[config.mk]
export PLATFORM = sky130hd
export DESIGN_NAME = gbdc_ram
export DESIGN_NICKNAME = d
export VERILOG_FILES = /design/src/rtl/gbdc_ram.sv
export SDC_FILE = /design/constraint.sdc
export NUM_CORES = 1
export LEC_CHECK = 0
export BUFFER_PORTS_ARGS = -buffer_cell sky130_fd_sc_hd__buf_2
export CORE_MARGIN = 2
export CORE_UTILIZATION = 35
export CTS_BUF_LIST = sky130_fd_sc_hd__clkbuf_8
export CTS_CLUSTER_DIAMETER = 120
export DETAILED_ROUTE_END_ITERATION = 10
export PLACE_DENSITY = 0.47
export SYNTH_ARGS = -nofsm -noshare
export SYNTH_HDL_FRONTEND = slang
export SYNTH_SLANG_ARGS = --single-unit
[constraint.sdc]
create_clock -name clk_i -period 5.63 [get_ports clk_i]
set_clock_uncertainty 0.05 [all_clocks]
set_input_delay 1.126 -clock clk_i [delete_from_list [all_inputs] [get_ports clk_i]]
set_output_delay 1.126 -clock clk_i [all_outputs]
set_load 0.02 [all_outputs]
[src/rtl/gbdc_ram.sv]
`timescale 1ns / 1ps
module gbdc_ram #(
  parameter int WIDTH = 8,
  parameter int DEPTH = 64,
  parameter int AW    = (DEPTH > 1) ? $clog2(DEPTH) : 1
) (
  input  logic             clk_i,
  input  logic             we_i,
  input  logic [AW-1:0]    waddr_i,
  input  logic [WIDTH-1:0] wdata_i,
  input  logic [AW-1:0]    raddr_i,
  output logic [WIDTH-1:0] rdata_o
);

  logic [WIDTH-1:0] mem_q [DEPTH];

  always_ff @(posedge clk_i) begin
    if (we_i) begin
      mem_q[waddr_i] <= wdata_i;
    end
    rdata_o <= mem_q[raddr_i];
  end

endmodule

==> metrics list <==
- The most used flip-flop cell after synthesis is sky130_fd_sc_hd__edfxtp_1.
* Final sum of negative setup slack: 0 ps
- Number of vias in the routed layout: 9630
- The path class of the tightest hold or removal check is register to register.
- The clock passes through at most 3 buffers.
* Max-cap viol count: 0
* Placed cell count: 1700
- Mapped Area: 20200 µm²
* Drt first pass iters: 5
- For this run, the post-layout net count is 1053.
* Wirelength, routed: 49.3 mm
- In this design, the stage delay of the slowest critical-path cell is 1040 ps.
- Reg-to-reg setup timing slack: 3290 ps
- Net switching is 22.7% of the power.
* CP Capture Type: register
* Horiz. Die Dim: 244 µm
- CTS H-tree lvls: 3
- Depth of the worst register-to-register path: 4
* Sequential Area: 15500 µm²
* Number of warnings reported in the yosys synthesis log: 0
- Fraction of power consumed by sequential logic: 56.5%
- Synth async-reset ratio: 0%
- The run finished with clean final reports.
* Filler Cell Count: 5022
- Setup violations remaining at the end of the flow were counted as 0.
- After clock tree synthesis, the repair step resized 0 gates.
- The worst path in the final design needs a cycle of 3640 ps, including I/O delays and setup.
- The count of cells in the finished layout, fillers not included, comes to 1847.
- Share of power burned in combinational logic: 5.4%
- After clock tree synthesis, the flow added hold-fix buffers numbering 0.
- Fin crit share: 64.6%
- In this run, the clock network consumes 38.1% of the power.
* Number of instances on the worst hold path: 4
- The signal on the critical path passes through clkbuf_8 > buf_4 > mux4_2 > nor2b_1 > a2111oi_0 > o41ai_1.
- Worst EP arrival: 4080 ps
- Count of flip-flops with a built-in enable after synthesis: 512
* Worst min-delay path startpoint: mem_q[23][2]
- The path with the worst hold slack has its endpoint at rdata_o[2].
- Mean Syn Cell Area: 21.5 µm²
- Number of hold violations in the final report: 0
- Once the clock tree was built, the setup fixing pass inserted 0 buffers.
- Headroom to the max-slew limit came out at 16.5%.
- TritonCTS clock tree: built
- Reg2reg start: mem_q[3][5]
- Net switching power figure: 1.73 mW
- The commonest cells after synthesis are sky130_fd_sc_hd__edfxtp_1 (512), sky130_fd_sc_hd__mux4_2 (126), sky130_fd_sc_hd__nor2_1 (83), sky130_fd_sc_hd__mux2i_1 (23), sky130_fd_sc_hd__nand2_1 (19).
- Area of the core: 56700 µm²
- IO Port Bufs: 29
* Wire length of the first global-routing pass: 71.8 mm
- Number of buffers created by CTS: 85
* Clock-pin slew of the registers on the worst-case setup and hold paths: 60 ps
- Post-synthesis sequential area ratio: 77.0%
- Global routing used 16.9% of the available tracks across all layers.
- Unrepaired setup endpoints after global routing: no
- From synthesis to final layout, the design area changed by 12.1%.
- Post-route antenna net violation count: 0
- Remaining routing DRC violations: 0
- Worst Tran Pin Value: 1220 ps
* Combined buffer and inverter count along the critical path: 2
- In this run the vertical extent of the chip is 244 µm.
- Portion of synthesized cell area occupied by the leading cell type: 76.2%
* Wire per inst: 26.7 µm
- Number of global-route vias before repair: 10.1k
- Endpoint of the worst register-to-register path: rdata_o[5]
- Entering global routing, the biggest net connects 71 pins.
- Via density per instance: 5.21
- Cells with a size suffix above 1 make up 27.2% of the layout.
- Yosys instantiated no cell more often than sky130_fd_sc_hd__edfxtp_1.
- CTS Sinks: 520
- CP startpoint kind: primary input
- The number of antenna violations at the first check in global routing came to 3.
- Synthesis instantiated 40 different standard cells from the library.
* Post-synthesis sequential element count: 520
- Clock Root Buffer: sky130_fd_sc_hd__clkbuf_8
- Last weighted congestion value of the routability-driven placer: 0.773
- Critical setup path kind: primary input to register
- The floorplan step defined a die boundary enclosing 59600 µm².
* Starting density of the core: 35.6%
- The worst-case IR drop observed on VDD is 155 µV.
- The internal power of the cells totals 5.88 mW.
* Slowest CP cell: sky130_fd_sc_hd__a2111oi_0
- The total overflow left after global routing is 0.
* Iteration-0 DRC count of the detailed router: 879
- Cell types with the largest area share after synthesis: sky130_fd_sc_hd__edfxtp_1 (76%), sky130_fd_sc_hd__mux4_2 (14%), sky130_fd_sc_hd__nor2_1 (1.5%)
- CP top delay family: compound AO/OA/AOI/OAI gates
* Cell area power density: 337 nW/µm²
* I/O pins: 30
* Lkg Pwr: 7.06 nW
- Largest driver fanout on the critical path: 70
* Worst-Skew Late Latency: 650 ps
* Post-detail-place hpwl: 29.0 mm
- Synthesis produced 940 cells.
* Net Count, Synth: 962
- Of all cell types, the one taking the most synthesized area is sky130_fd_sc_hd__edfxtp_1.
- Max Fclk: 275 MHz
* Number of slew-limit violations in the final report: 0
- At the worst endpoint, the required time is 6070 ps.
- # rows: 87
- Area used by multi-input combinational logic: 4320 µm²
-- worst max-delay path by stage --
| stage | start | to | slack, ps | depth (start not counted) |
|---|---|---|---|---|
| 2_1_floorplan | raddr_i[1] | rdata_o[3] | 2790 | 7 |
| 3_3_place_gp | raddr_i[0] | rdata_o[5] | 1270 | 6 |
| 3_5_place_dp | raddr_i[0] | rdata_o[5] | 1310 | 6 |
| 4_1_cts | raddr_i[0] | rdata_o[5] | 2020 | 6 |
| 5_1_grt | raddr_i[0] | rdata_o[5] | 1780 | 6 |
| 6_report | raddr_i[0] | rdata_o[5] | 1990 | 6 |
-- routing by layer --
layer	vias to the layer above	track usage, %	share of wire [%]
met5	-	0	0.020
met4	2	5.95	2.3
met3	78	3.01	4.9
met2	278	26.3	47
met1	5155	23.9	46
li1	4117	-	-
-- power groups by stage --
stage | Sequential, mW | Clock [mW] | Combinational (mW)
after CTS | 4.30 | 3.00 | 0.421
after detailed placement | 4.38 | 0 | 0.420
after floorplan | 4.38 | 0 | 0.228
final | 4.30 | 2.90 | 0.410
after global placement | 4.38 | 0 | 0.418
after global routing | 4.30 | 3.14 | 0.441
-- tightest hold or removal path, cell delays in order, from the launching register on --
cell and delay [ps]:
sky130_fd_sc_hd__edfxtp_1 310, sky130_fd_sc_hd__mux4_2 240, sky130_fd_sc_hd__o22ai_1 80, sky130_fd_sc_hd__nand2_1 80, sky130_fd_sc_hd__o2bb2ai_1 110
-- cells in the final DEF (no fill, tap or decap), types with 2 or more instances in the layout --
cell type                   synthesis  layout
sky130_fd_sc_hd__clkinv_2           0      10
sky130_fd_sc_hd__a211oi_1           4       4
sky130_fd_sc_hd__o221a_2            2       2
sky130_fd_sc_hd__buf_2             11      26
sky130_fd_sc_hd__mux4_2           126     126
sky130_fd_sc_hd__buf_4             13      27
sky130_fd_sc_hd__nand3_1           13      13
sky130_fd_sc_hd__o21ai_0            2       2
sky130_fd_sc_hd__a21oi_1            3       3
sky130_fd_sc_hd__dfxtp_1            8       8
sky130_fd_sc_hd__o32ai_1            2       2
sky130_fd_sc_hd__clkinv_1           0      17
sky130_fd_sc_hd__nor2_1            83      83
sky130_fd_sc_hd__nor3_1             7       7
sky130_fd_sc_hd__nand2_1           19      19
sky130_fd_sc_hd__o41ai_1            2       2
sky130_fd_sc_hd__nand3b_1           3       3
sky130_fd_sc_hd__mux2i_1           23      23
sky130_fd_sc_hd__a22oi_1            3       3
sky130_fd_sc_hd__o21a_1             2       2
sky130_fd_sc_hd__nor2b_1           14      14
sky130_fd_sc_hd__o22ai_1            8       8
sky130_fd_sc_hd__mux2_2            13      13
sky130_fd_sc_hd__inv_1              0      29
sky130_fd_sc_hd__o2bb2ai_1          3       3
sky130_fd_sc_hd__nor4_1             2       2
sky130_fd_sc_hd__edfxtp_1         512     512
sky130_fd_sc_hd__o2111ai_1          3       3
sky130_fd_sc_hd__a221oi_1           6       6
sky130_fd_sc_hd__nand2b_1           7       7
sky130_fd_sc_hd__clkbuf_8           0      90
sky130_fd_sc_hd__o221ai_1           8       8
sky130_fd_sc_hd__nand4_1            2       2
sky130_fd_sc_hd__o21ai_1            2       2
-- state kept, by name, indices dropped and copies added (netlist names) --
name / count
mem_q: 512
rdata_o: 8
-- logic make-up (layout without fill, tap and decap cells) --
logic type             Yosys count  after routing  synth area share [%]
DFF                            520            520                  77.0
buffers and inverters           51            201                  1.57
other                            0              1                     0
AOI/OAI and AO/OA               54             54                  2.07
and+or+nand+nor                153            153                  3.39
muxes                          162            162                  15.9
-- stage by stage --
step / setup WS (ps) / hold slack (ps) / util, % / power, mW / area (µm²)
after detailed placement: 1310 / 768 / 37.3 / 4.80 / 21200
after global placement: 1270 / 740 / 37.3 / 4.80 / 21100
after global routing: 1780 / 834 / 39.9 / 7.89 / 22600
after floorplan: 2790 / 668 / - / 4.61 / 20200
final: 1990 / 790 / 39.9 / 7.61 / 22600
after CTS: 2020 / 789 / 39.9 / 7.72 / 22600
-- final cells by class --
cell class              instances  share of cell area, %
well taps                     756                   4.18
diodes                          1                 0.0111
clock inverters                57                   1.02
clock buffers                  89                   5.42
repair buffers                 55                   1.58
multi-input cells             369                   19.1
flip-flops and latches        520                   68.7
Note: power is estimated with default switching activity, not from simulation.
